$ cat src/rtl/kts_pkg.sv
// Package: types, constants and move tables for the knight's tour search core.
package kts_pkg;

    localparam int MAX_SIDE = 8;
    localparam int NSQ      = 64;

    localparam logic CFG_BOARD_SIDE = 1'b0;
    localparam logic CFG_STEP_LIMIT = 1'b1;

    localparam logic [1:0] ST_TOUR   = 2'd0;
    localparam logic [1:0] ST_NOTOUR = 2'd1;
    localparam logic [1:0] ST_LIMIT  = 2'd2;
    localparam logic [1:0] ST_OFFB   = 2'd3;

    typedef struct packed {
        logic [2:0] start_row;
        logic [2:0] start_col;
    } t_in;

    typedef struct packed {
        logic [2:0] row;
        logic [2:0] col;
        logic [5:0] step_index;
        logic [1:0] status;
        logic       last;
    } t_out;

    // Target of move k from square sq; valid is low when off board.
    function automatic logic [6:0] move_target(input logic [5:0] sq, input logic [2:0] k,
                                               input logic [3:0] side);
        logic signed [4:0] r;
        logic signed [4:0] c;
        logic signed [4:0] dr;
        logic signed [4:0] dc;
        case (k)
            3'd0: begin dr = -5'sd2; dc =  5'sd1; end
            3'd1: begin dr = -5'sd1; dc =  5'sd2; end
            3'd2: begin dr =  5'sd1; dc =  5'sd2; end
            3'd3: begin dr =  5'sd2; dc =  5'sd1; end
            3'd4: begin dr =  5'sd2; dc = -5'sd1; end
            3'd5: begin dr =  5'sd1; dc = -5'sd2; end
            3'd6: begin dr = -5'sd1; dc = -5'sd2; end
            default: begin dr = -5'sd2; dc = -5'sd1; end
        endcase
        r = $signed({2'b00, sq[5:3]}) + dr;
        c = $signed({2'b00, sq[2:0]}) + dc;
        move_target = {(r >= 0) && (c >= 0) && (r < $signed({1'b0, side}))
                       && (c < $signed({1'b0, side})), r[2:0], c[2:0]};
    endfunction

endpackage

$ cat src/rtl/kts_ram.sv
// Generic single-port-write, one-read synchronous RAM with registered read.
module kts_ram #(
    parameter int WIDTH = 8,
    parameter int DEPTH = 64
) (
    input  logic                     i_clk,
    input  logic                     i_we,
    input  logic [$clog2(DEPTH)-1:0] i_waddr,
    input  logic [WIDTH-1:0]         i_wdata,
    input  logic [$clog2(DEPTH)-1:0] i_raddr,
    output logic [WIDTH-1:0]         o_rdata
);
    logic [WIDTH-1:0] r_mem [DEPTH];

    always_ff @(posedge i_clk) begin
        if (i_we) begin
            r_mem[i_waddr] <= i_wdata;
        end
        o_rdata <= r_mem[i_raddr];
    end
endmodule

$ cat src/rtl/knights_tour_search_core.sv
// Top level of the knight's tour search core.
// A transaction on the input channel carries a start square; the core then searches for an
// open knight's tour with Warnsdorff ordering and backtracking, and emits either one result
// per board square (status 0, last on the final square) or one result with status 1 (no
// tour), 2 (step limit reached) or 3 (start off board). One search runs at a time; input
// ready stays low until the last result of the search is loaded into the output register.
// Duration is data dependent: entering a square runs an entry step, the onward probes and
// scoring of each of the 8 moves in S_ENTER, and a wrap-up in S_EDONE; a backtrack step
// passes S_POPRD and S_POP, and the path readout S_OUTRD and S_OUT per square plus any
// output stall. The visited map lives in flip-flops cleared at search start; the path and
// candidate masks live in two synchronous RAMs whose registered read sets the backtrack
// and readout pace. The search depth is the stack pointer.
module knights_tour_search_core
    import kts_pkg::*;
(
    input  logic        i_clk,
    input  logic        i_rst_n,
    input  logic        i_cfg_we,
    input  logic        i_cfg_index,
    input  logic [31:0] i_cfg_data,
    input  logic        i_valid,
    output logic        o_ready,
    input  t_in         i_data,
    output logic        o_valid,
    input  logic        i_ready,
    output t_out        o_data
);
    localparam logic [3:0] S_IDLE  = 4'd0;
    localparam logic [3:0] S_START = 4'd1;
    localparam logic [3:0] S_ENTER = 4'd2;  // scan moves k, probes j
    localparam logic [3:0] S_EDONE = 4'd3;
    localparam logic [3:0] S_POPRD = 4'd4;  // read mask/path at depth
    localparam logic [3:0] S_POP   = 4'd5;
    localparam logic [3:0] S_OUTRD = 4'd6;
    localparam logic [3:0] S_OUT   = 4'd7;
    localparam logic [3:0] S_ONE   = 4'd8;

    logic [3:0]  r_state, n_state;
    logic [3:0]  r_side;
    logic [31:0] r_limit;
    logic [31:0] r_steps;
    logic [NSQ-1:0] r_vis;
    logic [6:0]  r_d;        // depth of square being entered / stack top
    logic [5:0]  r_sq;       // square being entered
    logic [2:0]  r_k;
    logic [3:0]  r_j;        // 0 = entry, 1..8 probes, 9 = finish move k
    logic [3:0]  r_cnt;
    logic [3:0]  r_best;
    logic [7:0]  r_mask;
    logic [6:0]  r_oi;
    t_out        r_out;
    logic        r_ov;

    logic [3:0]  side;
    logic [6:0]  total;
    assign side  = (r_side == 4'd0) ? 4'd1 :
                   ((r_side > 4'(MAX_SIDE)) ? 4'(MAX_SIDE) : r_side);
    assign total = {3'd0, side} * {3'd0, side};

    // path and candidate-mask memories
    logic       p_we, m_we;
    logic [5:0] p_wa, m_wa, p_ra, m_ra;
    logic [5:0] p_wd, p_rd;
    logic [7:0] m_wd, m_rd;

    kts_ram #(.WIDTH(6), .DEPTH(NSQ)) u_path (
        .i_clk(i_clk), .i_we(p_we), .i_waddr(p_wa), .i_wdata(p_wd),
        .i_raddr(p_ra), .o_rdata(p_rd));
    kts_ram #(.WIDTH(8), .DEPTH(NSQ)) u_mask (
        .i_clk(i_clk), .i_we(m_we), .i_waddr(m_wa), .i_wdata(m_wd),
        .i_raddr(m_ra), .o_rdata(m_rd));

    // move target and onward probe
    logic [6:0] tk, tj;
    logic       tk_ok, tj_ok;
    assign tk    = move_target(r_sq, r_k, side);
    assign tk_ok = tk[6] && !r_vis[tk[5:0]];
    assign tj    = move_target(tk[5:0], r_j[2:0], side);
    assign tj_ok = tj[6] && !r_vis[tj[5:0]];

    // pop stage: lowest candidate of the mask read back
    logic [2:0] pk;
    logic [6:0] pt;
    always_comb begin
        pk = 3'd0;
        for (int i = 7; i >= 0; i--) begin
            if (m_rd[i]) pk = 3'(i);
        end
    end
    assign pt = move_target(p_rd, pk, side);

    logic limit_hit, in_acc;
    assign limit_hit = (r_limit != 32'd0) && (r_steps >= r_limit);
    assign o_ready   = (r_state == S_IDLE);
    assign in_acc    = i_valid && o_ready;
    assign o_valid   = r_ov;
    assign o_data    = r_out;

    logic       o_free;
    logic       o_load;
    assign o_free = !r_ov || i_ready;
    // load a new result when the output register frees up in an emitting state
    assign o_load = o_free && (r_state == S_OUT || r_state == S_ONE);

    always_comb begin
        p_we = 1'b0; p_wa = r_d[5:0]; p_wd = r_sq;
        m_we = 1'b0; m_wa = r_d[5:0]; m_wd = r_mask;
        p_ra = r_d[5:0]; m_ra = r_d[5:0];
        if (r_state == S_ENTER && r_k == 3'd0 && r_j == 4'd0) p_we = 1'b1;
        if (r_state == S_EDONE && r_mask != 8'd0) m_we = 1'b1;
        if (r_state == S_POP && m_rd != 8'd0) begin
            m_we = 1'b1; m_wd = m_rd & ~(8'd1 << pk);
        end
        // hold the readout address while the output stalls
        if (r_state == S_OUTRD || r_state == S_OUT) p_ra = r_oi[5:0];
    end

    logic [1:0] r_onest;

    always_ff @(posedge i_clk) begin
        if (!i_rst_n) begin
            r_state <= S_IDLE;
            r_side  <= 4'd8;
            r_limit <= 32'd0;
            r_ov    <= 1'b0;
            r_vis   <= '0;
            r_d     <= '0;
            r_steps <= '0;
        end else begin
            if (i_cfg_we) begin
                if (i_cfg_index == CFG_BOARD_SIDE) r_side <= i_cfg_data[3:0];
                else r_limit <= i_cfg_data;
            end
            if (o_load) r_ov <= 1'b1;
            else if (r_ov && i_ready) r_ov <= 1'b0;
            case (r_state)
                S_IDLE: begin
                    if (in_acc) begin
                        r_vis   <= '0;
                        r_steps <= '0;
                        r_d     <= '0;
                        r_sq    <= {i_data.start_row, i_data.start_col};
                        r_state <= S_START;
                    end
                end
                S_START: begin
                    if ({1'b0, r_sq[5:3]} >= side || {1'b0, r_sq[2:0]} >= side) begin
                        r_onest <= ST_OFFB; r_state <= S_ONE;
                    end else if (limit_hit) begin
                        r_onest <= ST_LIMIT; r_state <= S_ONE;
                    end else begin
                        r_state <= S_ENTER;
                        r_k <= '0; r_j <= '0;
                    end
                end
                S_ENTER: begin
                    if (r_k == 3'd0 && r_j == 4'd0) begin
                        r_vis[r_sq] <= 1'b1;
                        r_steps <= r_steps + 32'd1;
                        r_best  <= 4'd9; r_mask <= '0; r_cnt <= '0;
                        if (r_d + 7'd1 == total) begin
                            r_oi <= '0; r_state <= S_OUTRD;
                        end else begin
                            r_j <= 4'd1;
                        end
                    end else if (!tk_ok || r_j == 4'd9) begin
                        // close move k (probes j counted 1..8 use move j mod 8, so 8 maps to move 0)
                        if (tk_ok && !(r_cnt == 4'd0 && r_d + 7'd2 != total)) begin
                            if (r_cnt < r_best) begin
                                r_best <= r_cnt; r_mask <= 8'd1 << r_k;
                            end else if (r_cnt == r_best) begin
                                r_mask <= r_mask | (8'd1 << r_k);
                            end
                        end
                        r_cnt <= '0; r_j <= 4'd1;
                        if (r_k == 3'd7) r_state <= S_EDONE;
                        else r_k <= r_k + 3'd1;
                    end else begin
                        if (tj_ok) r_cnt <= r_cnt + 4'd1;
                        r_j <= r_j + 4'd1;
                    end
                end
                S_EDONE: begin
                    if (r_mask == 8'd0) begin
                        r_vis[r_sq] <= 1'b0;
                        if (r_d == 7'd0) begin
                            r_onest <= ST_NOTOUR; r_state <= S_ONE;
                        end else begin
                            r_d <= r_d - 7'd1; r_state <= S_POPRD;
                        end
                    end else begin
                        r_state <= S_POPRD;
                    end
                end
                S_POPRD: r_state <= S_POP;
                S_POP: begin
                    if (m_rd == 8'd0) begin
                        r_vis[p_rd] <= 1'b0;
                        if (r_d == 7'd0) begin
                            r_onest <= ST_NOTOUR; r_state <= S_ONE;
                        end else begin
                            r_d <= r_d - 7'd1; r_state <= S_POPRD;
                        end
                    end else if (!pt[6] || r_vis[pt[5:0]]) begin
                        r_state <= S_POPRD;
                    end else if (limit_hit) begin
                        r_onest <= ST_LIMIT; r_state <= S_ONE;
                    end else begin
                        // stack top moves up to the child at once; EDONE
                        // undoes on a dead end by stepping back to this depth
                        r_sq <= pt[5:0]; r_d <= r_d + 7'd1;
                        r_k <= '0; r_j <= '0; r_state <= S_ENTER;
                    end
                end
                S_OUTRD: r_state <= S_OUT;
                S_OUT: begin
                    if (o_free) begin
                        r_out.row <= p_rd[5:3]; r_out.col <= p_rd[2:0];
                        r_out.step_index <= r_oi[5:0];
                        r_out.status <= ST_TOUR;
                        r_out.last <= (r_oi + 7'd1 == total);
                        if (r_oi + 7'd1 == total) r_state <= S_IDLE;
                        else begin
                            r_oi <= r_oi + 7'd1; r_state <= S_OUTRD;
                        end
                    end
                end
                S_ONE: begin
                    if (o_free) begin
                        r_out <= '{row: 3'd0, col: 3'd0, step_index: 6'd0,
                                   status: r_onest, last: 1'b1};
                        r_state <= S_IDLE;
                    end
                end
                default: r_state <= S_IDLE;
            endcase
        end
    end
endmodule

$ cat config.mk
export PLATFORM = sky130hd
export DESIGN_NAME = knights_tour_search_core
export DESIGN_NICKNAME = d
export VERILOG_FILES = /design/src/rtl/kts_pkg.sv /design/src/rtl/kts_ram.sv /design/src/rtl/knights_tour_search_core.sv
export SDC_FILE = /design/constraint.sdc
export NUM_CORES = 2
export LEC_CHECK = 0
export ABC_AREA = 1
export BUFFER_PORTS_ARGS = -buffer_cell sky130_fd_sc_hd__buf_2
export CORE_MARGIN = 1.5
export CORE_UTILIZATION = 57
export CTS_CLUSTER_DIAMETER = 200
export CTS_CLUSTER_SIZE = 14
export DETAILED_ROUTE_END_ITERATION = 12
export PLACE_DENSITY = 0.76
export SLEW_MARGIN = 20
export SYNTH_ARGS = -nofsm -noshare
export SYNTH_HDL_FRONTEND = slang
export SYNTH_SLANG_ARGS = --single-unit
$ cat constraint.sdc
create_clock -name i_clk -period 4.7 [get_ports i_clk]
set_input_delay 0.705 -clock i_clk [delete_from_list [all_inputs] [get_ports i_clk]]
set_output_delay 0.705 -clock i_clk [all_outputs]
set_load 0.1 [all_outputs]
==> impl_metrics.env <==
export IMPL_worst_setup_path_end_kind="register"
export IMPL_start_kind="register"
export IMPL_drv_cap=0
export IMPL_num_io_pins=61
export IMPL_timing_rr_end="r_cnt[1]"
export IMPL_grt_pass1_vias=37004
export IMPL_ir_worst_vdd_mv=0.504
export IMPL_routabilityCongestion=0.988
export IMPL_post_synth_top_count_cell="edfxtp_1"
export IMPL_die_w_um=304
export IMPL_outcome="finished, final reports clean"
export IMPL_fillCellCount=7021
export IMPL_critPathKind="register to register"
export IMPL_grt_start_max_net_pins=193
export IMPL_synth_seq_cells=1107
export IMPL_grt_pass1_wl_mm=224
export IMPL_drt_iter0_drc=5837
export IMPL_rsz0062_at_grt="false"
export IMPL_crit_fanout=33
export IMPL_clock_sinks=1107
export IMPL_htree_num_levels=3
export IMPL_portBuffers=60
export IMPL_leakage_nw=19.0
export IMPL_design_area_mm2=0.0560
export IMPL_min_path_type="primary input to register"
export IMPL_yosysSeqAreaShare=0.614
export IMPL_crit_end="r_cnt[1]"
export IMPL_finalHoldViolCount=0
export IMPL_fmax_mhz=224
export IMPL_reg2reg_slack_ns=0.24
export IMPL_syn_inst=5033
export IMPL_cp_required_ns=5.06
export IMPL_coreArea_mm2=0.0899
export IMPL_place_area_mm2=0.0534
export IMPL_setup_violations_final=0
export IMPL_detail_route_antenna_nets=0
export IMPL_dieArea_mm2=0.0923
export IMPL_synth_area_per_cell_um2=10.2
export IMPL_clockBufferDepth=3
export IMPL_synth_area_leaders="edfxtp_1, o21ai_0, dfxtp_1"
export IMPL_synth_top_area_share=0.553
export IMPL_p_per_area_mw_per_mm2=580
export IMPL_worstSetupStartpoint="r_k[0]"
export IMPL_syn2layout_area_growth_pct=8.59
export IMPL_wl_per_cell_um=23.9
export IMPL_grt_use_total=0.316
export IMPL_antenna_cells=0
export IMPL_finalCriticalPeriod_ns=4.46
export IMPL_synth_common_cells="edfxtp_1, nor2_1, o21ai_0"
export IMPL_post_route_period_util=0.948
export IMPL_drc=0
export IMPL_clkLatencyLatePin_ns=0.70
export IMPL_die_h_um=304
export IMPL_arrival_ns=4.82
export IMPL_worst_pin_slew_ns=1.25
export IMPL_async_flop_share=0
export IMPL_yosys_warnings=0
export IMPL_cts_tree="yes"
export IMPL_worstRegToRegCells=18
export IMPL_placed_cells=6114
export IMPL_dp_hpwl_mm=94.9
export IMPL_drt_wl_total_mm=149
export IMPL_max_slew_margin_rel=0.164
export IMPL_syn_area_mm2=0.0516
export IMPL_cts_buffers=89
export IMPL_grt_overflow_total=0
export IMPL_rr_startpoint="r_k[0]"
export IMPL_clock_skew_ns=0.0310
export IMPL_finalMaxSlewViolations=0
export IMPL_yosysTopAreaCell="edfxtp_1"
export IMPL_firstDrtPassIters=6
export IMPL_num_vias=39939
export IMPL_nNetsFinal=5197
export IMPL_stdcell_count=6243
export IMPL_synthDistinctLibCells=62
export IMPL_via_per_inst=6.40
export IMPL_ctsRootBufferMaster="clkbuf_16"
export IMPL_ys_dominant_reg_cell="edfxtp_1"
export IMPL_synth_edff_count=949
export IMPL_start_util=0.574
export IMPL_row_count=110
export IMPL_drive_gt1_frac=0.0809
export IMPL_antenna_found_initial=3
export IMPL_clk_pin_slew_ns=0.07
export IMPL_fin_tns_setup_ns=0
[per-layer routing]
metal | global-route usage | part of all wire | vias up
li1 | - | - | 18034
met1 | 0.439 | 0.39 | 19091
met2 | 0.492 | 0.45 | 2402
met3 | 0.0584 | 0.11 | 408
met4 | 0.130 | 0.044 | 4
met5 | 0 | 0.00018 | -
[layout make-up]
type / instances / area, µm² / share of cell area
Tap cell: 1176 / 1470 / 0.0263
Clock inverter: 5 / 85.1 / 0.00152
Sequential cell: 1107 / 31700 / 0.565
Timing Repair inverter: 1 / 7.51 / 0.000134
Clock buffer: 119 / 2380 / 0.0425
Multi-Input combinational cell: 3340 / 17700 / 0.316
Inverter: 287 / 1090 / 0.0195
Timing Repair Buffer: 208 / 1630 / 0.0291
[through the flow]
stage | setup slack (ns) | power [mW] | utilization | hold WS [ns]
2_1_floorplan | 0.101 | 20.7 | - | 0.448
3_3_place_gp | 0.157 | 24.9 | 0.594 | 0.467
5_1_grt | 0.0477 | 34.1 | 0.623 | 0.298
4_1_cts | 0.0145 | 31.9 | 0.622 | 0.283
3_5_place_dp | 0.0509 | 25.1 | 0.594 | 0.471
6_report | 0.243 | 32.5 | 0.623 | 0.314
[layout by cell type, fill, tap and decap left out, types with 28 or more instances in the layout]
cell | netlist | final
o211ai_1 | 53 | 53
ha_1 | 112 | 111
o22ai_1 | 179 | 179
nand3_1 | 267 | 267
o21ai_0 | 648 | 639
nor2_1 | 767 | 763
o221ai_1 | 60 | 60
a21oi_1 | 181 | 179
nand2_1 | 619 | 616
inv_1 | 258 | 254
buf_2 | 50 | 60
nand4_1 | 45 | 45
edfxtp_1 | 949 | 949
dfxtp_1 | 158 | 156
clkbuf_16 | 0 | 91
clkbuf_1 | 207 | 28
buf_4 | 14 | 133
o21ai_1 | 33 | 33
xor2_1 | 38 | 38
nor3_1 | 103 | 99
[worst max-delay path, stage by stage, from the launching register on]
cell and delay (ns):
edfxtp_1 0.45, ha_1 0.28, ha_1 0.21, inv_1 0.07, nand2_1 0.08, inv_1 0.07, nand2_1 0.06, ha_1 0.21
fa_1 0.57, fa_1 0.62, buf_12 0.20, ha_1 0.24, o21ai_0 0.08, inv_1 0.05, o21ai_0 0.14, nand2_1 0.07
a211oi_1 0.25, nand3_1 0.20, a21oi_2 0.29
[worst min-delay path by stage]
stage	from	endpoint	slack, ns	depth (start not counted)
floorplan	r_vis[11]	r_vis[11]	0.45	2
global placement	r_limit[1]	r_limit[1]	0.47	2
detailed placement	r_vis[15]	r_vis[15]	0.47	2
CTS	i_cfg_data[24]	r_limit[24]	0.28	3
global route	i_cfg_data[3]	r_side[3]	0.30	3
finish	i_cfg_data[17]	r_limit[17]	0.31	3
[power breakdown]
| part | switching, mW | internal, mW | total [mW] |
|---|---|---|---|
| combinational | 9.86 | 4.35 | 14.2 |
| sequential | 0.280 | 11.0 | 11.3 |
| clock | 3.41 | 3.53 | 6.94 |
| total | 13.6 | 18.9 | 32.5 |
[logic make-up (layout without fill, tap and decap cells)]
family	after synthesis	after routing	share of synthesized area
and+or+nand+nor	1874	1874	0.154
AOI/OAI and AO/OA	1288	1288	0.145
DFF	1107	1107	0.614
buffers and inverters	587	620	0.0471
adders and majority gates	119	119	0.0299
xor gates and xnor gates	57	57	0.00968
other	1	2	0.0000727
[state kept, by name, indices dropped and copies added, names as in the netlist, 2 cells and up]
register	flops
r_mask	8
r_oi	7
r_cnt	4
r_steps	32
r_limit	32
r_onest	2
r_best	4
u_mask.r_mem	512
r_vis	64
u_path.o_rdata	6
r_k	3
u_path.r_mem	384
r_state	4
p_wd	6
r_d	7
r_side	4
r_j	4
u_mask.o_rdata	8
o_data	15
[what timing repair did]
| item | CTS | global route |
|---|---|---|
| setup endpoints to repair | 0 | 29 |
| hold buffers | 0 | 0 |
| setup buffers | 0 | 2 |
| resized for setup | 0 | 11 |
Note: power is estimated with default switching activity, not from simulation.
